`src/rtl/tcu_pkg.sv`:
```
package tcu_pkg;

  localparam int MaxUnit = 56;
  localparam int CpW     = 21;
  localparam int SymW    = 7;
  localparam int FillW   = 6;
  localparam int NCand   = 3;
  localparam int NSym    = 4;

  typedef enum logic [2:0] {
    REG_VERSION_MODE  = 3'd0,
    REG_ALPHA_LOW     = 3'd1,
    REG_ALPHA_HIGH    = 3'd2,
    REG_KEEPS_UPPER   = 3'd3,
    REG_PAD_SYMBOL    = 3'd4,
    REG_UNIT_SIZE     = 3'd5
  } reg_idx_t;

  typedef struct packed {
    logic             version_mode;
    logic [127:0]     alphabet;
    logic             keeps_uppercase;
    logic [SymW-1:0]  pad_symbol;
    logic [FillW-1:0] unit_size;
  } cfg_t;

  typedef struct packed {
    logic [NSym-1:0][SymW-1:0] sym;
    logic [2:0]                cnt;
  } sym_list_t;

  // Latin fold, U+00C0..U+017F, two chars per entry, space is filler
  localparam logic [8*384-1:0] LatinRom = {
    "A A A A A A AEC E E E E I I I I ",
    "D N O O O O O   O U U U U Y THss",
    "a a a a a a aec e e e e i i i i ",
    "d n o o o o o   o u u u u y thy ",
    "A a A a A a C c C c C c C c D d ",
    "D d E e E e E e E e E e G g G g ",
    "G g G g H h H h I i I i I i I i ",
    "I i IJijJ j K k k L l L l L l L ",
    "l L l N n N n N n n N n O o O o ",
    "O o OEoeR r R r R r S s S s S s ",
    "S s T t T t T t U u U u U u U u ",
    "U u U u W w Y y Y Z z Z z Z z s "
  };

  localparam logic [SymW-1:0] ChSpace = 7'h20;
  localparam logic [SymW-1:0] ChQuote = 7'h22;
  localparam logic [SymW-1:0] ChApos  = 7'h27;
  localparam logic [SymW-1:0] ChDash  = 7'h2D;
  localparam logic [SymW-1:0] ChDot   = 7'h2E;

endpackage

```
`src/rtl/tcu_decode.sv`:
```
module tcu_decode (
  input  logic [tcu_pkg::CpW-1:0] cp,
  input  tcu_pkg::cfg_t           cfg,
  input  logic                    started,
  input  logic                    pending,
  output tcu_pkg::sym_list_t      syms,
  output logic                    started_nxt,
  output logic                    pending_nxt
);

  logic [tcu_pkg::NCand-1:0][tcu_pkg::CpW-1:0] cand;
  logic [1:0]                                   ncand;
  logic                                         ws;
  logic [7:0]                                   lidx;
  logic [7:0]                                   lc0;
  logic [7:0]                                   lc1;
  logic                                         xhit;
  logic [tcu_pkg::SymW-1:0]                     xch;

  function automatic logic in_alpha(input logic [tcu_pkg::CpW-1:0] c,
                                    input logic [127:0] a);
    logic r;
    r = 1'b0;
    if (c < 21'd128) r = a[c[6:0]];
    return r;
  endfunction

  always_comb begin
    xhit = 1'b1;
    xch  = tcu_pkg::ChDash;
    unique case (cp)
      21'h00AB, 21'h00BB, 21'h201C, 21'h201D, 21'h201E, 21'h2033: xch = tcu_pkg::ChQuote;
      21'h02BC, 21'h2018, 21'h2019, 21'h2032:                     xch = tcu_pkg::ChApos;
      21'h2010, 21'h2011, 21'h2012, 21'h2013, 21'h2014, 21'h2015,
      21'h2212:                                                   xch = tcu_pkg::ChDash;
      21'h2026:                                                   xch = tcu_pkg::ChDot;
      default:                                                    xhit = 1'b0;
    endcase
  end

  always_comb begin
    lidx = 8'(cp - 21'h00C0);
    lc0  = tcu_pkg::LatinRom[8*(383 - 2*int'(lidx)) +: 8];
    lc1  = tcu_pkg::LatinRom[8*(382 - 2*int'(lidx)) +: 8];
  end

  always_comb begin
    ws = (cp >= 21'h09 && cp <= 21'h0D) || cp == 21'h20 || cp == 21'hA0;
    cand  = '0;
    ncand = 2'd1;
    cand[0] = cp;
    if (ws) begin
      cand[0] = in_alpha(cp, cfg.alphabet) ? cp : 21'(tcu_pkg::ChSpace);
      if (cp == 21'h0D && cfg.alphabet[10]) ncand = 2'd0;
    end else if (cfg.version_mode) begin
      if (xhit) begin
        cand[0] = 21'(xch);
        if (cp == 21'h2026) begin
          cand[1] = 21'(xch);
          cand[2] = 21'(xch);
          ncand   = 2'd3;
        end
      end else if (cp >= 21'h00C0 && cp <= 21'h017F && lc0 != 8'h20) begin
        cand[0] = 21'(lc0);
        cand[1] = 21'(lc1);
        ncand   = (lc1 != 8'h20) ? 2'd2 : 2'd1;
      end
    end
  end

  always_comb begin
    logic [tcu_pkg::CpW-1:0]  c;
    logic [tcu_pkg::SymW-1:0] k;
    logic                     use_k;
    logic                     ts;
    logic                     sp;
    syms = '0;
    ts   = started;
    sp   = pending;
    for (int i = 0; i < tcu_pkg::NCand; i++) begin
      c     = cand[i];
      k     = tcu_pkg::ChSpace;
      use_k = 1'b0;
      if (2'(i) < ncand) begin
        if (!cfg.keeps_uppercase && c >= 21'h41 && c <= 21'h5A) c = c + 21'h20;
        if (in_alpha(c, cfg.alphabet)) begin
          k     = c[6:0];
          use_k = 1'b1;
        end else if (cfg.version_mode && c != 21'(tcu_pkg::ChApos)) begin
          use_k = 1'b1;
        end
      end
      if (use_k) begin
        if (k == tcu_pkg::ChSpace) begin
          if (ts) sp = 1'b1;
        end else begin
          if (sp) begin
            syms.sym[syms.cnt[1:0]] = tcu_pkg::ChSpace;
            syms.cnt = syms.cnt + 3'd1;
            sp = 1'b0;
          end
          syms.sym[syms.cnt[1:0]] = k;
          syms.cnt = syms.cnt + 3'd1;
          ts = 1'b1;
        end
      end
    end
    started_nxt = ts;
    pending_nxt = sp;
  end

endmodule

```
`src/rtl/text_canonicaliser_unit_chunker_core.sv`:
```
// Canonicalises a stream of codepoints into ASCII symbols cut into units.
// With the output free, an item's symbols leave one per cycle, and one
// codepoint is taken per cycle if each yields at most one symbol. An item
// (up to four symbols, plus pad symbols after a final one) holds the input until
// sent. The user must write configuration through cfg_* while idle (unchecked).
module text_canonicaliser_unit_chunker_core (
  input  logic        clk,
  input  logic        rst_n,
  input  logic        in_tvalid,
  output logic        in_tready,
  input  logic [23:0] in_tdata,   // [20:0] codepoint
  input  logic        in_tlast,   // is_final
  output logic        out_tvalid,
  input  logic        out_tready,
  output logic [7:0]  out_tdata,  // [6:0] symbol
  output logic        out_tuser,  // unit_end
  output logic        out_tlast,  // run_last
  input  logic        cfg_valid,
  output logic        cfg_ready,
  input  logic [2:0]  cfg_index,
  input  logic [63:0] cfg_data
);

  tcu_pkg::cfg_t      cfg_r;
  logic               started_r, pending_r;
  logic               started_d, pending_d;
  tcu_pkg::sym_list_t syms_d;
  tcu_pkg::sym_list_t cur_r;
  logic               cur_valid_r, cur_fin_r;
  logic [2:0]         idx_r, idx_nxt;
  logic [tcu_pkg::FillW-1:0] fill_r, fill_nxt, fill_inc, lim;
  logic               slot_free, emit, done, unit_end, last, in_acc;
  logic [tcu_pkg::SymW-1:0] sym;

  assign cfg_ready = 1'b1;

  tcu_decode u_dec (
    .cp          (in_tdata[20:0]),
    .cfg         (cfg_r),
    .started     (started_r),
    .pending     (pending_r),
    .syms        (syms_d),
    .started_nxt (started_d),
    .pending_nxt (pending_d)
  );

  always_comb begin
    if (cfg_r.unit_size == '0)                         lim = 6'd1;
    else if (cfg_r.unit_size > 6'(tcu_pkg::MaxUnit))   lim = 6'(tcu_pkg::MaxUnit);
    else                                               lim = cfg_r.unit_size;
    slot_free = !out_tvalid || out_tready;
    fill_inc  = fill_r + 6'd1;
    unit_end  = fill_inc >= lim;
    fill_nxt  = fill_r;
    idx_nxt   = idx_r;
    emit      = 1'b0;
    done      = 1'b0;
    last      = 1'b0;
    sym       = cfg_r.pad_symbol;
    if (cur_valid_r) begin
      if (idx_r < cur_r.cnt) begin
        sym  = cur_r.sym[idx_r[1:0]];
        last = (idx_r + 3'd1 == cur_r.cnt) && !(cur_fin_r && !unit_end);
        if (slot_free) begin
          emit     = 1'b1;
          idx_nxt  = idx_r + 3'd1;
          fill_nxt = unit_end ? '0 : fill_inc;
          done     = last;
        end
      end else if (cur_fin_r && fill_r != '0) begin
        last = unit_end;
        if (slot_free) begin
          emit     = 1'b1;
          fill_nxt = unit_end ? '0 : fill_inc;
          done     = last;
        end
      end else begin
        done = 1'b1;
      end
    end
    in_tready = !cur_valid_r || done;
    in_acc    = in_tvalid && in_tready;
    if (in_acc) idx_nxt = '0;
  end

  always_ff @(posedge clk) begin
    if (!rst_n) begin
      cfg_r.version_mode    <= 1'b1;
      cfg_r.alphabet        <= '0;
      cfg_r.keeps_uppercase <= 1'b0;
      cfg_r.pad_symbol      <= 7'h20;
      cfg_r.unit_size       <= 6'd8;
    end else if (cfg_valid) begin
      unique case (cfg_index)
        tcu_pkg::REG_VERSION_MODE: cfg_r.version_mode    <= cfg_data[0];
        tcu_pkg::REG_ALPHA_LOW:    cfg_r.alphabet[63:0]  <= cfg_data;
        tcu_pkg::REG_ALPHA_HIGH:   cfg_r.alphabet[127:64] <= cfg_data;
        tcu_pkg::REG_KEEPS_UPPER:  cfg_r.keeps_uppercase <= cfg_data[0];
        tcu_pkg::REG_PAD_SYMBOL:   cfg_r.pad_symbol      <= cfg_data[6:0];
        tcu_pkg::REG_UNIT_SIZE:    cfg_r.unit_size       <= cfg_data[5:0];
        default: ;
      endcase
    end
  end

  always_ff @(posedge clk) begin
    if (!rst_n) begin
      started_r   <= 1'b0;
      pending_r   <= 1'b0;
      cur_valid_r <= 1'b0;
      cur_fin_r   <= 1'b0;
      idx_r       <= '0;
      fill_r      <= '0;
      out_tvalid  <= 1'b0;
    end else begin
      fill_r <= fill_nxt;
      idx_r  <= idx_nxt;
      if (in_acc) begin
        cur_valid_r <= 1'b1;
        cur_fin_r   <= in_tlast;
        started_r   <= in_tlast ? 1'b0 : started_d;
        pending_r   <= in_tlast ? 1'b0 : pending_d;
      end else if (done) begin
        cur_valid_r <= 1'b0;
      end
      if (emit)            out_tvalid <= 1'b1;
      else if (out_tready) out_tvalid <= 1'b0;
    end
  end

  always_ff @(posedge clk) begin
    if (in_acc) cur_r <= syms_d;
    if (emit) begin
      out_tdata <= {1'b0, sym};
      out_tuser <= unit_end;
      out_tlast <= last;
    end
  end

endmodule

```
`config.mk`:
```
export PLATFORM = sky130hd
export DESIGN_NAME = text_canonicaliser_unit_chunker_core
export DESIGN_NICKNAME = d
export VERILOG_FILES = /design/src/rtl/tcu_pkg.sv /design/src/rtl/tcu_decode.sv /design/src/rtl/text_canonicaliser_unit_chunker_core.sv
export SDC_FILE = /design/constraint.sdc
export NUM_CORES = 1
export LEC_CHECK = 0
export BUFFER_PORTS_ARGS = -buffer_cell sky130_fd_sc_hd__buf_2
export CORE_ASPECT_RATIO = 0.75
export CORE_MARGIN = 1
export CORE_UTILIZATION = 45
export DETAILED_ROUTE_END_ITERATION = 16
export GPL_ROUTABILITY_DRIVEN = 0
export MAX_ROUTING_LAYER = met4
export PLACE_DENSITY_LB_ADDON = 0.15
export SETUP_SLACK_MARGIN = 0.1
export SYNTH_ARGS = -nofsm -noshare
export SYNTH_HDL_FRONTEND = slang
export SYNTH_SLANG_ARGS = --single-unit
export TNS_END_PERCENT = 50
```
`constraint.sdc`:
```
create_clock -name clk -period 20.1 [get_ports clk]
set_input_delay 2.01 -clock clk [delete_from_list [all_inputs] [get_ports clk]]
set_output_delay 2.01 -clock clk [all_outputs]
set_load 0.01 [all_outputs]
```
==> results of run 1 <==
[routing by layer]
| layer | share of wire [%] | wire, µm | vias up |
|---|---|---|---|
| met4 | 2.3 | 1030 | 0 |
| li1 | - | - | 6140 |
| met5 | 0 | 0 | - |
| met2 | 40 | 18100 | 690 |
| met3 | 10 | 4560 | 82 |
| met1 | 47 | 21100 | 6074 |
[worst paths after layout]
kind                                   to  slack, ns  depth (start not counted)
hold / removal    cfg_r[130]$_SDFFE_PN0P_       0.47                          2
setup / recovery       cur_r[4]$_DFFE_PP_       9.36                         27
setup reg to reg       cur_r[4]$_DFFE_PP_      12.26                         24
hold reg to reg   cfg_r[130]$_SDFFE_PN0P_       0.47                          2
[kinds of logic (layout without fill, tap and decap cells)]
family | after synthesis | count (layout) | share of synthesized area, %
muxes | 123 | 123 | 10.3
buffers and inverters | 161 | 195 | 5.38
xor gates and xnor gates | 14 | 14 | 0.901
DFF | 197 | 197 | 31.9
and+or+nand+nor | 721 | 721 | 24.8
AOI/OAI and AO/OA | 440 | 440 | 23.2
other | 2 | 2 | 0.0552
adders and majority gates | 37 | 37 | 3.40
[cell usage in the layout, fill, tap and decap left out, types with 37 or more instances in the layout]
master / Yosys / layout
sky130_fd_sc_hd__nand2_1: 382 / 381
sky130_fd_sc_hd__dfxtp_1: 157 / 157
sky130_fd_sc_hd__a21boi_0: 134 / 134
sky130_fd_sc_hd__buf_2: 21 / 103
sky130_fd_sc_hd__nor2_1: 88 / 86
sky130_fd_sc_hd__mux2i_1: 81 / 81
sky130_fd_sc_hd__o21ai_0: 69 / 68
sky130_fd_sc_hd__a21oi_1: 48 / 48
sky130_fd_sc_hd__nand3_1: 46 / 46
sky130_fd_sc_hd__edfxtp_1: 40 / 40
sky130_fd_sc_hd__nor2b_1: 39 / 39
sky130_fd_sc_hd__inv_1: 38 / 38
sky130_fd_sc_hd__ha_1: 37 / 37
[through the flow]
stage / hold slack [ns] / total power [mW]
global route: 0.491 / 0.930
floorplan: 0.439 / 0.520
global placement: 0.450 / 0.565
detailed placement: 0.461 / 0.566
CTS: 0.472 / 0.897
finish: 0.467 / 0.897
[registers in the layout, indices dropped and copies added (netlist names)]
name / count
cur_valid_r: 1
fill_r: 6
cfg_r: 143
cur_r: 31
out_tlast: 1
cur_fin_r: 1
pending_r: 1
out_tuser: 1
started_r: 1
idx_r: 3
out_tvalid: 1
out_tdata: 7
[final cells by class]
class / instances / area [µm²]
clock buffers: 17 / 425
clock inverters: 15 / 140
fillers: 2881 / 14600
inverters: 40 / 150
multi-input cells: 1337 / 8550
flip-flops and latches: 197 / 4340
well taps: 392 / 490
repair buffers: 123 / 666
[power by group through the flow]
stage / combinational (mW) / clock (mW) / sequential (mW)
6_report: 0.137 / 0.336 / 0.424
5_1_grt: 0.148 / 0.358 / 0.425
4_1_cts: 0.134 / 0.340 / 0.424
3_5_place_dp: 0.133 / 0 / 0.433
3_3_place_gp: 0.132 / 0 / 0.432
2_1_floorplan: 0.0903 / 0 / 0.429
[worst max-delay path, stage by stage]
cell and delay [ns]:
sky130_fd_sc_hd__buf_2 0.42, sky130_fd_sc_hd__inv_1 0.39, sky130_fd_sc_hd__ha_1 0.83, sky130_fd_sc_hd__nor2b_1 0.18, sky130_fd_sc_hd__a311oi_1 0.62, sky130_fd_sc_hd__o21bai_1 0.26, sky130_fd_sc_hd__o31ai_2 0.17, sky130_fd_sc_hd__a21o_1 0.26
sky130_fd_sc_hd__a2bb2oi_2 0.71, sky130_fd_sc_hd__a21oi_2 0.27, sky130_fd_sc_hd__a311o_1 0.47, sky130_fd_sc_hd__and3_1 0.19, sky130_fd_sc_hd__a211o_1 0.35, sky130_fd_sc_hd__nor4_1 0.34, sky130_fd_sc_hd__o21ai_2 0.20, sky130_fd_sc_hd__nand2_2 0.17
sky130_fd_sc_hd__nand3_1 0.19, sky130_fd_sc_hd__nor2_2 0.41, sky130_fd_sc_hd__ha_1 0.32, sky130_fd_sc_hd__o21ai_0 0.26, sky130_fd_sc_hd__ha_1 0.29, sky130_fd_sc_hd__mux2i_1 0.41, sky130_fd_sc_hd__ha_1 0.34, sky130_fd_sc_hd__mux2_1 0.34
sky130_fd_sc_hd__ha_1 0.20, sky130_fd_sc_hd__nand2_1 0.12, sky130_fd_sc_hd__o21ai_0 0.17
==> implementation parameters, run 1 <==
Parameter                              Value

Min path
  Launch instance of the worst min-delay path    cfg_r[130]$_SDFFE_PN0P_
  Hold Path Class    flop to flop

Clocking
  Clock insertion delay at the later pin of the skew report    0.45 ns
  CTS Root Cell    sky130_fd_sc_hd__clkbuf_16
  Number of clock sinks seen by CTS    between 150 and 200
  Post-CTS Hold Buffers    0
  Maximum level of the CTS H-tree    4
  Quantity of gates resized following cts    0
  Total CTS buffers    17
  CTS tree    yes
  Maximum number of buffers from clock root to sink    2
  Worst-path clk slew    about 0.08 ns
  Post-CTS Setup Inserts    0

STA
  Setup-violating endpoint count in the final report    0
  Final critical-path setup slack    about 9.4 ns
  Min Clock Period, post-route    ~11 ns
  Slew at the pin closest to its max-slew limit    around 1.2 ns
  Slew HR    17.9%
  Final TNS setup    0 ns
  Final worst-path cycle share    53.4%
  Worst clock skew on the final layout    0.0141 ns
  Maximum achievable frequency    between 0.09 and 0.1 GHz
  Total count of hold-check failures in the final report    0
  Slew Viols, Final    0
  Setup repair after global routing missed its margin    false

Yosys
  Yosys top cell by area    sky130_fd_sc_hd__dfxtp_1
  Post-synth cell types    103
  Fraction of synthesized cell area taken by the top area cell type    23.1%
  Top cell types by occurrence after synthesis    382 x sky130_fd_sc_hd__nand2_1, 157 x sky130_fd_sc_hd__dfxtp_1, 134 x sky130_fd_sc_hd__a21boi_0
  Synthesized flop and latch total    around 200
  Total of warnings raised by yosys    0
  Count leader, synth    sky130_fd_sc_hd__nand2_1
  Post-Synthesis Cells    ~1700
  Predominant post-synthesis flop cell    sky130_fd_sc_hd__dfxtp_1
  Post-synthesis async set-or-reset flop share    0%
  Netlist area before placement    0.0136 mm²
  Top cells by area in the synthesized netlist    sky130_fd_sc_hd__dfxtp_1 23%, sky130_fd_sc_hd__nand2_1 11%, sky130_fd_sc_hd__edfxtp_1 8.8%, sky130_fd_sc_hd__a21boi_0 7.4%, sky130_fd_sc_hd__mux2i_1 6.0%
  Synth Net Count    1829
  Post-Syn Area per Cell    roughly 8.0 µm²
  Share of synthesized area occupied by flip-flops and latches    about a third
  Number of enable flip-flop cells after synthesis    40

Cells and area
  Layout cells sized above 1    13.9%
  Final instance count without filler cells    2121
  # nets final    ~1900
  Core occupancy in the finished layout    between 50% and 60%
  Area added between synthesis and finish    8.50%
  Fin area    about 0.015 mm²
  Number of antenna diodes    0

Die
  Die area    around 0.031 mm²
  Starting utilization of the core area    a little under half
  I/O pin count    110
  Core region area    approximately 0.029 mm²
  Die height    approximately 150 µm
  Floorplan die width    roughly 200 µm
  Cell row count    between 50 and 60

Critical path
  R2r startpoint    cfg_r[90]$_SDFFE_PN0P_
  Worst Setup Path Type    input pin to flop
  Peak fanout along the critical path    27
  Critical path startpoint category    input pin
  Crit. Startpoint    in_tdata[6]
  CP Data Required Time    slightly above 20 ns
  Data arrival time at the worst-slack endpoint    10.91 ns
  Critical Path Sink Type    flop

Power and ir drop
  Share of total power consumed by net switching    a little under a third
  VDD IR max    approximately 0.059 mV
  Sequential power share    47.2%
  Internal    0.628 mW
  Combinational share of power    between 15 and 20%
  Power Density    roughly 61 mW/mm²
  Relative contribution of the clock network to total power    about 38%
  Sw power    0.269 mW
  Static Leakage    ~5.6 nW

Global route
  Global routing usage summed across all routing layers    between 20% and 30%
  Pin count of the biggest net entering global routing    106
  Met2 capacity usage during global routing    approximately two fifths
  First-pass GRT wire length    roughly 70000 µm
  Met3 Usage GRT    about 6.2%
  Number of global-route vias before repair    ~12000
  Total congestion overflow after global routing    0
  Initial antenna violation count    0
  Met1 Track Usage GR    44.2%
  GRT Max-Usage Layer    met1

Route
  Total via count in the routed design    12986
  Antenna violation net count after detailed routing    0
  Number of DRC violations after detailed routing    0
  Routed length per instance    ~21 µm
  Drt first pass iters    5
  Via-to-Cell Ratio    6.12
  Drt initial violations    roughly 1500
  Routed wire length    between 40000 and 50000 µm

Place
  Post-place setup slack    between 9 and 10 ns
  Detailed Place HPWL    approximately 31000 µm
  Number of cells after detailed placement    2089
  Area after DPL    0.0142 mm²
  Number of buffers inserted by port buffering    104

Run status
  Result of the run    finished, final reports clean

Flow run
  Max-capacitance violation count    0
(Power assumes the default switching activity.)
==> run 2, diff against run 1 <==
- clock period: 20.1 -> 10.99 ns (I/O delays scaled with it)
==> implementation parameters, run 2 (same netlist as run 1, synthesis figures left out) <==
Parameter                              Value

Critical path
  Worst-case register-to-register setup slack    3.27 ns
  Worst Setup Path Type    input pin to flop
  Reg2reg path depth    24
  Delay of the slowest critical-path stage    between 0.8 and 0.9 ns
  FF-to-FF End    cur_r[21]$_DFFE_PP_
  Critical path startpoint category    input pin
  CP Data Required Time    11.17 ns
  Peak fanout along the critical path    27
  Critical Path Sink Type    flop
  Data arrival time at the worst-slack endpoint    between 9 and 10 ns
  Critical path's most frequent cell    sky130_fd_sc_hd__ha_1
  Slowest stage cell on the critical path    sky130_fd_sc_hd__ha_1
  R2r startpoint    cfg_r[90]$_SDFFE_PN0P_

Die
  Cell row count    54
  Floorplan die width    between 200 and 250 µm
  Core region area    0.0294 mm²
  I/O pin count    between 100 and 150
  Starting utilization of the core area    a little under half
  Die area    between 0.03 and 0.04 mm²
  Die height    around 150 µm

STA
  Setup repair after global routing missed its margin    false
  Setup-violating endpoint count in the final report    0
  Worst clock skew on the final layout    0.0124 ns
  Slew at the pin closest to its max-slew limit    approximately 1.1 ns
  Total count of hold-check failures in the final report    0
  Final worst-path cycle share    between 80% and 90%
  Slew Viols, Final    0
  Final TNS setup    0 ns
  Min Clock Period, post-route    ~9.7 ns
  Slew HR    23.8%
  Maximum achievable frequency    approximately 0.10 GHz

Cells and area
  Most common library cell in the layout ignoring fill and taps    sky130_fd_sc_hd__nand2_1
  Area added between synthesis and finish    8.69%
  Largest register by flop count    cfg_r
  # nets final    1854
  Fill cell total of the finished layout    between 2000 and 3000
  Fin area    0.0148 mm²
  Layout cells sized above 1    14.0%
  Largest registers ranked by flip-flop count    cfg_r: 143 flops, cur_r: 31 flops, out_tdata: 7 flops
  Max FFs per register    around 140
  Leading cell types in the layout, fill and taps excluded    381 x sky130_fd_sc_hd__nand2_1, 157 x sky130_fd_sc_hd__dfxtp_1, 134 x sky130_fd_sc_hd__a21boi_0, 103 x sky130_fd_sc_hd__buf_2, 86 x sky130_fd_sc_hd__nor2_1
  Number of antenna diodes    0

Route
  Total via count in the routed design    approximately 13000
  Drt first pass iters    8
  Drt initial violations    roughly 1500
  Total met2 wirelength after detailed routing    18400 µm
  Via-to-Cell Ratio    a little over 6
  DR top layer    met4
  Routed length per instance    roughly 21 µm
  Wire length the detailed router placed on met1    between 20000 and 25000 µm
  Number of DRC violations after detailed routing    0
  Total length of routed met3 wires    4930 µm
  Routed wire length    45400 µm
  Antenna violation net count after detailed routing    0

Clocking
  Worst-path clk slew    0.07 ns
  Total CTS buffers    17
  Post-CTS Setup Inserts    0
  Maximum number of buffers from clock root to sink    2
  Post-CTS Hold Buffers    0
  CTS tree    yes
  CTS Root Cell    sky130_fd_sc_hd__clkbuf_16
  Quantity of gates resized following cts    0
  Clock insertion delay at the later pin of the skew report    0.46 ns
  Maximum level of the CTS H-tree    4
  Number of clock sinks seen by CTS    197

Power and ir drop
  Power, Total    roughly 1.6 mW
  VDD IR max    approximately 0.08 mV
  Static Leakage    between 5 and 6 nW
  Power Density    about 110 mW/mm²

Global route
  Global routing usage summed across all routing layers    ~30%
  Number of global-route vias before repair    about 12000
  First-pass GRT wire length    between 70000 and 80000 µm
  Pin count of the biggest net entering global routing    between 100 and 150
  Total congestion overflow after global routing    0
  Initial antenna violation count    0

Min path
  Hold Path Class    flop to flop
  Launch instance of the worst min-delay path    cfg_r[69]$_SDFFE_PN0P_
  Hold Path Cell Cnt    2
  Sink of the worst hold path    cfg_r[69]$_SDFFE_PN0P_

Flow run
  Max-capacitance violation count    0

Place
  Detailed Place HPWL    around 32000 µm
  Number of buffers inserted by port buffering    between 100 and 150
  Area after DPL    between 0.01 and 0.015 mm²

Run status
  Result of the run    finished, final reports clean
-- run 2: final cells by class --
type                       instances  area, µm²  share of cell area, %
multi-input combinational       1337       8550                   57.8
sequential                       197       4340                   29.4
timing repair buffer             127        696                   4.70
clock buffer                      22        498                   3.37
tap                              392        490                   3.32
inverter                          40        150                   1.02
clock inverter                     9       62.6                  0.423
-- run 2: worst max-delay path: cells and delay by family --
kind,cells,cell delay [ns]
compound gates,10,3.12
fa+ha+maj,5,2.02
simple gates,9,1.90
buf+inv,3,1.05
mux,2,0.68
-- run 2: stage by stage --
stage          cells  utilization (%)  setup WS (ns)  hold slack, ns
6_report        2124             50.3           1.28           0.465
5_1_grt         2124             50.3          0.759           0.490
4_1_cts         2124             50.3           1.65           0.469
3_5_place_dp    2093             48.4           1.19           0.460
3_3_place_gp    2093             48.4           1.36           0.454
2_1_floorplan   1695                -           3.23           0.439
-- run 2: power by group --
part / total, mW / internal, mW / switching (mW)
Combinational: 0.253 / 0.0895 / 0.163
Sequential: 0.776 / 0.759 / 0.0166
Clock: 0.612 / 0.324 / 0.288
-- run 2: worst max path at each step --
stage	from	end	cells after the start
6_report	in_tdata[6]	cur_r[21]$_DFFE_PP_	29
5_1_grt	in_tdata[6]	cur_r[21]$_DFFE_PP_	29
4_1_cts	in_tdata[6]	cur_r[21]$_DFFE_PP_	29
3_5_place_dp	in_tdata[6]	cur_r[21]$_DFFE_PP_	29
3_3_place_gp	in_tdata[6]	cur_r[4]$_DFFE_PP_	28
2_1_floorplan	in_tdata[6]	cur_r[2]$_DFFE_PP_	32
-- run 2: routing by layer --
| metal | GRT usage (%) | vias to the layer above |
|---|---|---|
| li1 | - | 6149 |
| met2 | 40.1 | 705 |
| met1 | 44.5 | 6189 |
| met3 | 6.80 | 93 |
| met4 | 8.84 | 0 |
| met5 | - | - |
